### config.mk
export PLATFORM = sky130hd
export DESIGN_NAME = selective_repeat_receive_window_core
export DESIGN_NICKNAME = d
export VERILOG_FILES = /design/src/rtl/srrw_pkg.sv /design/src/rtl/srrw_fifo.sv /design/src/rtl/srrw_ram.sv /design/src/rtl/srrw_front.sv /design/src/rtl/srrw_back.sv /design/src/rtl/selective_repeat_receive_window_core.sv
export SDC_FILE = /design/constraint.sdc
export NUM_CORES = 2
export LEC_CHECK = 0
export BUFFER_PORTS_ARGS = -buffer_cell sky130_fd_sc_hd__buf_2
export CAP_MARGIN = 20
export CORE_ASPECT_RATIO = 0.75
export CORE_MARGIN = 2
export CORE_UTILIZATION = 25
export DETAILED_ROUTE_END_ITERATION = 10
export GPL_TIMING_DRIVEN = 0
export PLACE_DENSITY = 0.38
export RECOVER_POWER = 100
export SYNTH_ARGS = -nofsm -noshare
export SYNTH_HDL_FRONTEND = slang
export SYNTH_SLANG_ARGS = --single-unit
### constraint.sdc
create_clock -name clk -period 15.9 [get_ports clk]
set_input_delay 1.59 -clock clk [delete_from_list [all_inputs] [get_ports clk]]
set_output_delay 1.59 -clock clk [all_outputs]
set_load 0.01 [all_outputs]
### src/rtl/srrw_pkg.sv
`timescale 1ns / 1ps
// ----------------------------------------------------------------------------
// srrw_pkg
// Shared types and constants of the selective repeat receive window.
// ----------------------------------------------------------------------------
package srrw_pkg;

  localparam int WINDOW_MAX_DFLT = 16;
  localparam int MAX_PAYLOAD     = 1024;

  localparam int SEQ_W    = 31;
  localparam int HANDLE_W = 16;
  localparam int LEN_W    = 11;
  localparam int WSIZE_W  = 5;
  localparam int START_W  = 30;
  localparam int WCOUNT_W = 9;
  localparam int CFG_IDX_W  = 1;
  localparam int CFG_DATA_W = 30;

  localparam int CMD_DEPTH = 2;
  localparam int RES_DEPTH = 2;

  localparam logic [WSIZE_W-1:0] WSIZE_RESET = WSIZE_W'(4);
  localparam logic [START_W-1:0] START_RESET = START_W'(0);

  localparam logic [CFG_IDX_W-1:0] CFG_WINDOW_SIZE = CFG_IDX_W'(0);
  localparam logic [CFG_IDX_W-1:0] CFG_START_SEQ   = CFG_IDX_W'(1);

  localparam logic RESULT_ACK     = 1'b0;
  localparam logic RESULT_DELIVER = 1'b1;

  typedef struct packed {
    logic [SEQ_W-1:0]    packet_seq;
    logic [HANDLE_W-1:0] packet_handle;
    logic [LEN_W-1:0]    packet_length;
  } in_item_t;

  typedef struct packed {
    logic                result_kind;
    logic [SEQ_W-1:0]    result_seq;
    logic [HANDLE_W-1:0] delivered_handle;
    logic [LEN_W-1:0]    delivered_length;
    logic                last_result;
  } out_item_t;

  typedef struct packed {
    logic [SEQ_W-1:0]    seq;
    logic [HANDLE_W-1:0] handle;
    logic [LEN_W-1:0]    length;
    logic                in_space;
  } cmd_t;

  typedef struct packed {
    logic [SEQ_W-1:0]    seq;
    logic [HANDLE_W-1:0] handle;
    logic [LEN_W-1:0]    length;
  } slot_t;

  typedef struct packed {
    logic                rearm;
    logic [WCOUNT_W-1:0] win;
    logic [START_W-1:0]  start;
    logic [SEQ_W-1:0]    top;
  } cfg_view_t;

  typedef enum logic [2:0] {
    BK_IDLE,
    BK_IDX,
    BK_ACK,
    BK_DRAIN_RD,
    BK_DRAIN
  } back_state_t;

endpackage

### src/rtl/srrw_fifo.sv
`timescale 1ns / 1ps
// ----------------------------------------------------------------------------
// srrw_fifo
// Small first-in first-out queue in flops, head entry shown combinationally.
// ----------------------------------------------------------------------------
module srrw_fifo #(
  parameter int WIDTH = 8,
  parameter int DEPTH = 2
) (
  input  logic             clk,
  input  logic             rst_n,
  input  logic             push,
  input  logic [WIDTH-1:0] wdata,
  output logic             full,
  input  logic             pop,
  output logic [WIDTH-1:0] rdata,
  output logic             empty
);

  localparam int PTR_W = (DEPTH > 1) ? $clog2(DEPTH) : 1;
  localparam int CNT_W = $clog2(DEPTH + 1);

  logic [WIDTH-1:0] mem_r [DEPTH];
  logic [PTR_W-1:0] wr_ptr_r, wr_ptr_nxt;
  logic [PTR_W-1:0] rd_ptr_r, rd_ptr_nxt;
  logic [CNT_W-1:0] count_r, count_nxt;
  logic             do_push, do_pop;

  assign full    = (count_r == CNT_W'(DEPTH));
  assign empty   = (count_r == '0);
  assign do_push = push && !full;
  assign do_pop  = pop && !empty;
  assign rdata   = mem_r[rd_ptr_r];

  always_comb begin
    wr_ptr_nxt = wr_ptr_r;
    rd_ptr_nxt = rd_ptr_r;
    count_nxt  = count_r;
    if (do_push) begin
      wr_ptr_nxt = (wr_ptr_r == PTR_W'(DEPTH - 1)) ? '0 : wr_ptr_r + PTR_W'(1);
    end
    if (do_pop) begin
      rd_ptr_nxt = (rd_ptr_r == PTR_W'(DEPTH - 1)) ? '0 : rd_ptr_r + PTR_W'(1);
    end
    if (do_push && !do_pop) begin
      count_nxt = count_r + CNT_W'(1);
    end else if (do_pop && !do_push) begin
      count_nxt = count_r - CNT_W'(1);
    end
  end

  always_ff @(posedge clk) begin
    if (!rst_n) begin
      wr_ptr_r <= '0;
      rd_ptr_r <= '0;
      count_r  <= '0;
    end else begin
      wr_ptr_r <= wr_ptr_nxt;
      rd_ptr_r <= rd_ptr_nxt;
      count_r  <= count_nxt;
    end
  end

  always_ff @(posedge clk) begin
    if (do_push) begin
      mem_r[wr_ptr_r] <= wdata;
    end
  end

endmodule

### src/rtl/srrw_ram.sv
`timescale 1ns / 1ps
// ----------------------------------------------------------------------------
// srrw_ram
// Generic single write port, single read port RAM with registered read.
// ----------------------------------------------------------------------------
module srrw_ram #(
  parameter int WIDTH = 8,
  parameter int DEPTH = 16
) (
  input  logic                                  clk,
  input  logic                                  we,
  input  logic [((DEPTH > 1) ? $clog2(DEPTH) : 1)-1:0] waddr,
  input  logic [WIDTH-1:0]                      wdata,
  input  logic [((DEPTH > 1) ? $clog2(DEPTH) : 1)-1:0] raddr,
  output logic [WIDTH-1:0]                      rdata
);

  logic [WIDTH-1:0] mem_r [DEPTH];
  logic [WIDTH-1:0] rdata_r;

  assign rdata = rdata_r;

  always_ff @(posedge clk) begin
    if (we) begin
      mem_r[waddr] <= wdata;
    end
    rdata_r <= mem_r[raddr];
  end

endmodule

### src/rtl/srrw_front.sv
`timescale 1ns / 1ps
// ----------------------------------------------------------------------------
// srrw_front
// Configuration registers, packet intake and sequence space classification,
// with a short command queue toward the window engine.
// ----------------------------------------------------------------------------
module srrw_front import srrw_pkg::*; #(
  parameter int WINDOW_MAX = WINDOW_MAX_DFLT
) (
  input  logic                  clk,
  input  logic                  rst_n,
  input  logic                  cfg_we,
  input  logic [CFG_IDX_W-1:0]  cfg_index,
  input  logic [CFG_DATA_W-1:0] cfg_data,
  input  logic                  push,
  output logic                  full,
  input  in_item_t              in_data,
  output cfg_view_t             cfg_view,
  output logic                  cmd_valid,
  output cmd_t                  cmd,
  input  logic                  cmd_pop
);

  logic [WSIZE_W-1:0]  wsize_r;
  logic [START_W-1:0]  start_r;
  logic                rearm_r;
  logic [WCOUNT_W-1:0] win;
  logic [SEQ_W-1:0]    top;
  cmd_t                cmd_in;
  logic                cmd_empty;

  always_ff @(posedge clk) begin
    if (!rst_n) begin
      wsize_r <= WSIZE_RESET;
      start_r <= START_RESET;
      rearm_r <= 1'b0;
    end else begin
      rearm_r <= cfg_we;
      if (cfg_we) begin
        unique case (cfg_index)
          CFG_WINDOW_SIZE: wsize_r <= cfg_data[WSIZE_W-1:0];
          CFG_START_SEQ:   start_r <= cfg_data[START_W-1:0];
          default: ;
        endcase
      end
    end
  end

  always_comb begin
    if (wsize_r == '0) begin
      win = WCOUNT_W'(1);
    end else if (int'(wsize_r) > WINDOW_MAX) begin
      win = WCOUNT_W'(WINDOW_MAX);
    end else begin
      win = WCOUNT_W'(wsize_r);
    end
  end

  assign top = SEQ_W'(start_r) + SEQ_W'({win, 1'b0});

  assign cfg_view.rearm = rearm_r;
  assign cfg_view.win   = win;
  assign cfg_view.start = start_r;
  assign cfg_view.top   = top;

  always_comb begin
    cmd_in.seq      = in_data.packet_seq;
    cmd_in.handle   = in_data.packet_handle;
    cmd_in.length   = (in_data.packet_length > LEN_W'(MAX_PAYLOAD)) ?
                      LEN_W'(MAX_PAYLOAD) : in_data.packet_length;
    cmd_in.in_space = (in_data.packet_seq >= SEQ_W'(start_r)) &&
                      (in_data.packet_seq <= top);
  end

  srrw_fifo #(
    .WIDTH ($bits(cmd_t)),
    .DEPTH (CMD_DEPTH)
  ) u_cmd_fifo (
    .clk   (clk),
    .rst_n (rst_n),
    .push  (push),
    .wdata (cmd_in),
    .full  (full),
    .pop   (cmd_pop),
    .rdata (cmd),
    .empty (cmd_empty)
  );

  assign cmd_valid = !cmd_empty;

endmodule

### src/rtl/srrw_back.sv
`timescale 1ns / 1ps
// ----------------------------------------------------------------------------
// srrw_back
// Window engine: window offset, slot store with duplicate check, in-order
// drain of filled slots at the head.
// ----------------------------------------------------------------------------
module srrw_back import srrw_pkg::*; #(
  parameter int WINDOW_MAX = WINDOW_MAX_DFLT
) (
  input  logic      clk,
  input  logic      rst_n,
  input  cfg_view_t cfg_view,
  input  logic      cmd_valid,
  input  cmd_t      cmd,
  output logic      cmd_pop,
  output logic      res_push,
  output out_item_t res_data,
  input  logic      res_full
);

  localparam int IDX_W = (WINDOW_MAX > 1) ? $clog2(WINDOW_MAX) : 1;

  back_state_t           state_r, state_nxt;
  cmd_t                  cmd_r;
  logic [IDX_W-1:0]      pos_r;
  logic                  in_win_r;
  logic [IDX_W-1:0]      idx_r, idx_nxt;
  logic [IDX_W-1:0]      head_r, head_nxt;
  logic [SEQ_W-1:0]      base_r, base_nxt;
  logic [WINDOW_MAX-1:0] full_r, full_nxt;

  logic [31:0]      seq_x, base_x, span_x, pos_x;
  logic             in_win_nxt;
  logic [IDX_W:0]   win_i, idx_sum, head_inc;
  logic [IDX_W-1:0] nh;
  logic [SEQ_W-1:0] base_adv;
  logic             dup, store, ack_more, drain_more;

  logic             ram_we;
  logic [IDX_W-1:0] ram_raddr;
  slot_t            ram_wdata, ram_rdata;

  assign seq_x  = {1'b0, cmd.seq};
  assign base_x = {1'b0, base_r};
  assign span_x = 32'({cfg_view.win, 1'b0}) + 32'd1;
  assign pos_x  = (cmd.seq >= base_r) ? (seq_x - base_x) : (seq_x + span_x - base_x);
  assign in_win_nxt = cmd.in_space && (pos_x < 32'(cfg_view.win));

  assign win_i    = (IDX_W + 1)'(cfg_view.win);
  assign idx_sum  = {1'b0, head_r} + {1'b0, pos_r};
  assign idx_nxt  = (idx_sum >= win_i) ? IDX_W'(idx_sum - win_i) : idx_sum[IDX_W-1:0];
  assign head_inc = {1'b0, head_r} + (IDX_W + 1)'(1);
  assign nh       = (head_inc >= win_i) ? '0 : head_inc[IDX_W-1:0];
  assign base_adv = (base_r < cfg_view.top) ? base_r + SEQ_W'(1) : SEQ_W'(cfg_view.start);

  assign dup        = full_r[idx_r] && (ram_rdata.seq == cmd_r.seq);
  assign store      = in_win_r && !dup;
  assign ack_more   = full_r[head_r] || (in_win_r && (idx_r == head_r));
  assign drain_more = full_r[nh] && (nh != head_r);

  assign ram_wdata.seq    = cmd_r.seq;
  assign ram_wdata.handle = cmd_r.handle;
  assign ram_wdata.length = cmd_r.length;

  always_comb begin
    state_nxt = state_r;
    cmd_pop   = 1'b0;
    res_push  = 1'b0;
    res_data  = '0;
    ram_we    = 1'b0;
    ram_raddr = head_r;
    head_nxt  = head_r;
    base_nxt  = base_r;
    full_nxt  = full_r;
    unique case (state_r)
      BK_IDLE: begin
        if (cmd_valid) begin
          cmd_pop   = 1'b1;
          state_nxt = BK_IDX;
        end
      end
      BK_IDX: begin
        ram_raddr = idx_nxt;
        state_nxt = BK_ACK;
      end
      BK_ACK: begin
        ram_raddr                 = idx_r;
        res_data.result_kind      = RESULT_ACK;
        res_data.result_seq       = cmd_r.seq;
        res_data.last_result      = !ack_more;
        if (!res_full) begin
          res_push = 1'b1;
          if (store) begin
            ram_we          = 1'b1;
            full_nxt[idx_r] = 1'b1;
          end
          state_nxt = ack_more ? BK_DRAIN_RD : BK_IDLE;
        end
      end
      BK_DRAIN_RD: begin
        ram_raddr = head_r;
        state_nxt = BK_DRAIN;
      end
      BK_DRAIN: begin
        res_data.result_kind      = RESULT_DELIVER;
        res_data.result_seq       = ram_rdata.seq;
        res_data.delivered_handle = ram_rdata.handle;
        res_data.delivered_length = ram_rdata.length;
        res_data.last_result      = !drain_more;
        if (!res_full) begin
          res_push         = 1'b1;
          ram_raddr        = nh;
          full_nxt[head_r] = 1'b0;
          head_nxt         = nh;
          base_nxt         = base_adv;
          state_nxt        = drain_more ? BK_DRAIN : BK_IDLE;
        end
      end
      default: state_nxt = BK_IDLE;
    endcase
  end

  always_ff @(posedge clk) begin
    if (!rst_n) begin
      state_r <= BK_IDLE;
      head_r  <= '0;
      base_r  <= SEQ_W'(START_RESET);
      full_r  <= '0;
    end else if (cfg_view.rearm) begin
      state_r <= BK_IDLE;
      head_r  <= '0;
      base_r  <= SEQ_W'(cfg_view.start);
      full_r  <= '0;
    end else begin
      state_r <= state_nxt;
      head_r  <= head_nxt;
      base_r  <= base_nxt;
      full_r  <= full_nxt;
    end
  end

  always_ff @(posedge clk) begin
    if (cmd_pop) begin
      cmd_r    <= cmd;
      pos_r    <= pos_x[IDX_W-1:0];
      in_win_r <= in_win_nxt;
    end
    if (state_r == BK_IDX) begin
      idx_r <= idx_nxt;
    end
  end

  srrw_ram #(
    .WIDTH ($bits(slot_t)),
    .DEPTH (WINDOW_MAX)
  ) u_slot_ram (
    .clk   (clk),
    .we    (ram_we),
    .waddr (idx_r),
    .wdata (ram_wdata),
    .raddr (ram_raddr),
    .rdata (ram_rdata)
  );

endmodule

### src/rtl/selective_repeat_receive_window_core.sv
`timescale 1ns / 1ps
// ----------------------------------------------------------------------------
// selective_repeat_receive_window_core
// Selective repeat receiver window: acknowledge, store, deliver in order.
// ----------------------------------------------------------------------------
// Each accepted packet yields an acknowledgement, then every in-order packet
// that becomes deliverable, the final result flagged by last_result. A packet
// that delivers nothing uses the index and ack states; one that delivers also
// uses a drain read state, then the drain state once per delivery, set by the
// registered slot store read (before the duplicate check and the first
// delivery) and one result per cycle into the output queue unless full. Two
// packets and two results are buffered, so both sides stall independently.
// Slots are cleared on reset and each configuration write; no clearing pass.
// ----------------------------------------------------------------------------
module selective_repeat_receive_window_core import srrw_pkg::*; #(
  parameter int WINDOW_MAX = WINDOW_MAX_DFLT
) (
  input  logic                  clk,
  input  logic                  rst_n,
  input  logic                  cfg_we,
  input  logic [CFG_IDX_W-1:0]  cfg_index,
  input  logic [CFG_DATA_W-1:0] cfg_data,
  input  logic                  push,
  output logic                  full,
  input  in_item_t              in_data,
  output logic                  empty,
  input  logic                  pop,
  output out_item_t             out_data
);

  cfg_view_t cfg_view;
  logic      cmd_valid;
  cmd_t      cmd;
  logic      cmd_pop;
  logic      res_push;
  out_item_t res_data;
  logic      res_full;

  srrw_front #(
    .WINDOW_MAX (WINDOW_MAX)
  ) u_front (
    .clk       (clk),
    .rst_n     (rst_n),
    .cfg_we    (cfg_we),
    .cfg_index (cfg_index),
    .cfg_data  (cfg_data),
    .push      (push),
    .full      (full),
    .in_data   (in_data),
    .cfg_view  (cfg_view),
    .cmd_valid (cmd_valid),
    .cmd       (cmd),
    .cmd_pop   (cmd_pop)
  );

  srrw_back #(
    .WINDOW_MAX (WINDOW_MAX)
  ) u_back (
    .clk       (clk),
    .rst_n     (rst_n),
    .cfg_view  (cfg_view),
    .cmd_valid (cmd_valid),
    .cmd       (cmd),
    .cmd_pop   (cmd_pop),
    .res_push  (res_push),
    .res_data  (res_data),
    .res_full  (res_full)
  );

  srrw_fifo #(
    .WIDTH ($bits(out_item_t)),
    .DEPTH (RES_DEPTH)
  ) u_res_fifo (
    .clk   (clk),
    .rst_n (rst_n),
    .push  (res_push),
    .wdata (res_data),
    .full  (res_full),
    .pop   (pop),
    .rdata (out_data),
    .empty (empty)
  );

`ifndef NO_ASSERTIONS
  a_no_push_when_full: assert property (@(posedge clk) disable iff (!rst_n)
    res_push |-> !res_full)
    else $error("result pushed into a full output queue");

  a_rearm_follows_write: assert property (@(posedge clk) disable iff (!rst_n)
    cfg_we |=> cfg_view.rearm)
    else $error("window not rearmed after a configuration write");

  a_ack_clean: assert property (@(posedge clk) disable iff (!rst_n)
    (res_push && (res_data.result_kind == RESULT_ACK)) |->
      ((res_data.delivered_handle == '0) && (res_data.delivered_length == '0)))
    else $error("acknowledgement carries delivery payload");
`endif

endmodule

# Word-level counts from Yosys, hierarchy flattened
# Memory sizes are Yosys's and may differ from the RTL's. A register that Yosys moved wholly into a read port is not among the register bits.
# Cells that the tools add are included.
# totals
ram_bits	1166
mem_bits_ro	0
out_inout_bits	62
elab_cells	178
latch_bits	0
ff_bits	165
in_bits	94
mem_count	3
# op_classes
n_reduce_logical	44
n_addsub	17
bitwise_logic	6
n_mux	60
magnitude_cmp	14
n_eq_ne	14
div	0
multipliers	0
n_shift	0
# memory_table
memory	words	width	rd	rd_ports_with_merged_regs	write_ports	line	text
u_back.u_slot_ram.mem_r	16	58	1	1	1	srrw_ram.sv:18	logic [WIDTH-1:0] mem_r [DEPTH];
u_res_fifo.mem_r	2	60	1	1	1	srrw_fifo.sv:23	logic [WIDTH-1:0] mem_r [DEPTH];
u_front.u_cmd_fifo.mem_r	2	59	1	1	1	srrw_fifo.sv:23	
# ops
cell	count
30-bit two-way mux	3
32-bit case mux with 2 select lines	1
16-bit two-way mux	3
31-bit by 32-bit adder with 32-bit output	1
32-bit by 5-bit less-than comparator with 1-bit output	1
32-bit two-way mux	1
16-bit case mux with 2 select lines	1
31-bit by 31-bit subtractor with 32-bit output	1
32-bit by 31-bit subtractor with 32-bit output	1
30-bit by 6-bit adder with 31-bit output	1
31-bit by 1-bit adder with 31-bit output, second input constant	1
31-bit == test	1
31-bit by 30-bit greater-or-equal comparator with 1-bit output	1
31-bit greater-or-equal comparator	1
31-bit less-or-equal comparator	1
31-bit less-than comparator	1
31-bit two-way mux	1
27-bit two-way mux	1
1-bit two-way mux	26
16-bit AND	1
1-bit logical AND	16
16-bit inverter	1
16-bit OR	1
4-bit by 5-bit less-than comparator with 1-bit output, second input constant	3
other kinds (40)	85

# Depth between registers and ports, before layout
# logic_depth
depth_word	11
ltp_mapped	29
depth_no_buf	26

# Cells and area by module
# Synthesis repeated with hierarchy kept, for this count alone.
# hier_totals
hier_cells	3856
area_unflattened_um2	60939.7
# modules_own_cells
module	area_per_inst_um2	instances	cells_each
srrw_ram	35895.7	1	1496
srrw_back	12270.5	1	1456
srrw_fifo (u_res_fifo)	4548.1	1	212
srrw_fifo (u_front.u_cmd_fifo)	4526.8	1	209
srrw_front	3698.5	1	483

# Least setup slack after synthesis
# OpenSTA, ideal clock, no wires.
# synth_timing
kind	reg-to-reg
startpoint	reg u_back.state_r[1]
endpoint	reg u_front.u_cmd_fifo.count_r[1]
stages_incl_launch_ff	8
arrival_ps	8036
synth_period_minus_slack_ps	8106
slack_ps	7794
path_cell_list	dfxtp_1 > clkbuf_1 > nor4_1 > inv_1 > ha_1 > xor2_1 > or3_1 > a21oi_1
# synth_via
elab_chain_cells	6
elab_cells_between_ends	8
classes_between	mux: 2; reduce/logical: 6
# synth_lines
element	line	text
from (decl)	srrw_back.sv:23	back_state_t state_r, state_nxt;
from (signal assigned)	srrw_back.sv:135	state_r <= state_nxt;
3-bit zero test (*)	srrw_back.sv:75	unique case (state_r)
1-bit two-way mux (*)	srrw_back.sv:75	
net cmd_pop	selective_repeat_receive_window_core.sv:34	logic cmd_pop;
1-bit logical AND (*)	srrw_fifo.sv:32	assign do_pop = pop && !empty;
1-bit zero test	srrw_fifo.sv:45	if (do_push && !do_pop) begin
1-bit logical AND	srrw_fifo.sv:45	
2-bit two-way mux / 2-bit nonzero test (equally long branches)	--	
to (signal assigned)	srrw_fifo.sv:60	count_r <= count_nxt;
to (decl)	srrw_fifo.sv:26	logic [CNT_W-1:0] count_r, count_nxt;
# The timed path passes the listed nets; every way through them passes the cells marked *.
# A chain may end at the register's enable or synchronous reset.

==> reports/summary.md <==
The run finished, with violations left. The final reports fail on capacitance limit, slew limit. The number of hold buffers added after CTS was 0. The number of antenna violations at the first check in global routing was 9.

The max-slew headroom at the worst pin is -1.476. Global routing finished with a remaining overflow of 0. The run gives 156 as the number of top-level design ports.

After legalization and detailed placement, the total HPWL measured 140,500 um. Across the VDD grid, the largest voltage drop is 0.08851 mV. For the pin with the worst max-slew slack, the measured transition is 3714 ps.

The number of different library cells used by synthesis comes to 95. Final critical delay including setup and external delays: 10,500 ps. The most numerous cell type found on the critical path is sky130_fd_sc_hd__clkbuf_1. The total of cells resized after clock tree synthesis is 0. The average footprint of a synthesized cell works out to 14.74 um2. For this block, the initial DRC count from the detailed router was 2,820.

Static timing analysis puts the maximum clock frequency at 0.09528 GHz. Clock latency on the worst-skew pair, taken at its later pin, is 840 ps. The tools report the final hold slack as 506.2 ps. In the routed layout, each cell is associated on average with a via count of 4.560. The worst hold path belongs to the class reg -> reg. Setup repair after global routing left no endpoint under its margin. The most common cell after layout, fill and taps aside was sky130_fd_sc_hd__edfxtp_1. The die covers 254,300 um2.

For the cell area after technology mapping, the log shows 62,570 um2. TritonCTS built the clock tree. In this run the deepest clock path goes through 4 buffers.

For the data arrival time of the critical path, the log shows 10,910 ps. The post-synthesis cell type with the largest combined area is sky130_fd_sc_hd__edfxtp_1. The power density relative to cell area came out at 169.1 nW/um2. The final critical-path share of the clock period is 0.6601.

For the starting density of the core, the log shows 0.2506. The startpoint of the lowest-slack hold path is u_res_fifo.rd_ptr_r. Peak-usage layer in the global routing report: met1. By area the synthesized netlist is led by sky130_fd_sc_hd__edfxtp_1 (59%), sky130_fd_sc_hd__mux2i_1 (14%), sky130_fd_sc_hd__dfxtp_1 (5.1%), sky130_fd_sc_hd__ha_1 (3.6%), sky130_fd_sc_hd__mux2_2 (1.9%).

After clock tree synthesis, the clock-pin slew on the worst setup and hold paths is 60 ps. The remaining antenna violation count is 0, and the clock skew is 63.11 ps. The worst setup path is of the reg -> reg kind.

The nature of the critical path endpoint is a register. In the layout the commonest cells are sky130_fd_sc_hd__edfxtp_1 (1,233), sky130_fd_sc_hd__mux2i_1 (905), sky130_fd_sc_hd__clkbuf_1 (280). The floorplan step set the die height to 437.2 um.

On the critical path, the stage with the largest delay is an instance of sky130_fd_sc_hd__a21boi_0. Average wire per standard cell: 24.90 um. For the via count of the first global-routing pass, the log shows 36,790.

Buffers added to address setup during post-CTS repair amount to 0. The signal on the critical path passes through clkbuf_1, clkbuf_1, clkbuf_1, mux2i_1, inv_1, ha_1, fa_1, a31oi_1, o311ai_0, a221oi_1, a21boi_0, clkbuf_1, o21ai_0, ha_1, a21o_1, nand2_1, nand3_1, a41o_1, nor3b_2, nand2_1, or4b_1, o41ai_1. The area fraction of the dominant cell type after synthesis was 0.5918. STA classifies the critical path startpoint as a register. The total number of nets in the final design came out at 4,929.

The run gives 279,800 um as the global-route wire length before repair. Data on the critical path is required at its endpoint by 16,310 ps. The congestion estimate from routability-driven global placement came to 0.7965.

CTS placed an instance of sky130_fd_sc_hd__clkbuf_16 at the clock tree root. The number of buffers created by CTS is 162, and the via count of the routed design is 36,700. The run gives 200,400 um as the final routed wirelength across all metal layers. In this run the static leakage power is 25.43 nW. The met3 track demand over resource in global routing is 0.02095, and the standard cell core area is 249,700 um2. Final number of hold-violating endpoints: 0. The highest fanout seen on the critical path was 10; the standard cell area after detailed placement was 68,620 um2. The post-synthesis sequential area ratio was 0.6423. For the final total negative setup slack, the log shows 0 ps. The number of synthesis warnings is 0. For the first-pass iteration count of the detailed router, the log shows 5. The residual DRC count came out at 0. The final design area excluding fillers was 72,730 um2.

The share of layout cells above drive strength 1 was 0.1037; the area growth from synthesis to layout was 16.24%. The count of pins over their slew limit is 1,090, and the total setup violations reported at the end of the flow is 0. Entering global routing, the biggest net connects 40 pins. Input and output buffers added on the ports amount to 154.

The clock drives 1,391 sinks. The width of the die was 581.7 um; the number of levels in the clock H-tree was 4. Counting every instance in the synthesized netlist gives 4,246.

For the number of standard-cell rows in the floorplan, the log shows 159. The run gives 0.1543 as the overall track demand over capacity in global routing. Counting flops with a built-in enable in the synthesized netlist gives 1,233.

The prevailing post-synth register cell is sky130_fd_sc_hd__edfxtp_1. The highest cell delay on the worst timing path came out at 1200 ps. The number of maximum-capacitance violations was 46; the fraction of registers with async set or reset after synthesis was 0. The flip-flop and latch count after synthesis was 1,391; the met1 usage in global routing was 0.2455. The net count after synthesis is 4,551. The fraction of met2 tracks used by global routing is 0.2199.
## final timing paths
kind,slack [ps],depth (start not counted),to
max,5400,22,u_back.in_win_r
max reg2reg,5400,22,u_back.in_win_r
min,510,2,u_res_fifo.rd_ptr_r
min reg2reg,510,2,u_res_fifo.rd_ptr_r
## Yosys cell counts, drive strengths merged (56+ instances only)
master / number
nand3: 56
ha: 182
edfxtp: 1233
dfxtp: 158
buf: 99
o21ai: 102
nand2: 174
mux2i: 905
a21oi: 169
nor2: 123
clkbuf: 90
mux2: 107
xnor2: 90
inv: 156
## critical path, delay by kind of cell, from the launching register on
kind	cells	cell delay [ps]
muxes	1	430
buffers and inverters	5	2850
AOI/OAI and AO/OA	8	4140
and+or+nand+nor	5	1290
DFF	1	300
adders and majority gates	3	1070
## registers in the layout, indices dropped and copies added, names as in the netlist, 2 cells and up, named ones only
| register | flops |
|---|---|
| u_back.base_r | 31 |
| u_front.start_r | 30 |
| u_front.u_cmd_fifo.count_r | 2 |
| u_back.head_r | 4 |
| u_back.pos_r | 4 |
| u_front.u_cmd_fifo.mem_r | 118 |
| u_back.cmd_r | 58 |
| u_res_fifo.mem_r | 120 |
| u_back.u_slot_ram.mem_r | 928 |
| u_res_fifo.count_r | 2 |
| u_back.state_r | 3 |
| u_back.full_r | 16 |
| u_front.wsize_r | 5 |
| u_back.idx_r | 4 |
| u_back.u_slot_ram.rdata | 58 |
## metrics by stage
stage,total power [mW],cells,utilization,worst slack (ps)
5_1_grt,12.90,8044,0.2913,5050
3_5_place_dp,8.809,7758,0.2748,6485
4_1_cts,12.52,8042,0.2952,6418
3_3_place_gp,8.808,7700,0.2702,-1695
2_1_floorplan,7.283,4246,-,7794
6_report,12.30,8048,0.2913,5404
## report_power, final
group,leakage (nW),internal [mW],switching [mW]
combinational,10.4,1.29,2.24
clock,2.47,2.14,1.52
sequential,12.5,4.64,0.471
## logic make-up after synthesis
kind of cell | Yosys count | synth area share
compound gates | 528 | 0.05485
xor+xnor | 105 | 0.01470
fa+ha+maj | 214 | 0.04615
buf+inv | 345 | 0.02248
flops | 1391 | 0.6423
mux | 1021 | 0.1673
simple gates | 642 | 0.05221
## per-layer routing
metal	vias up	routed length, um
li1	16990	-
met5	-	0
met1	18640	106300
met2	836	81760
met3	232	8894
met4	0	3489
## area by class of cell
class / instances / area (um2)
Fill cell: 25150 / 176900
Sequential cell: 1391 / 40190
Multi-Input combinational cell: 2510 / 20950
Clock buffer: 225 / 4504
Tap cell: 3300 / 4129
Timing Repair Buffer: 214 / 963.4
Buffer: 189 / 810.8
Inverter: 156 / 598.1
Clock inverter: 59 / 581.8
Antenna cell: 4 / 10.01
(Power assumes the default switching activity.)
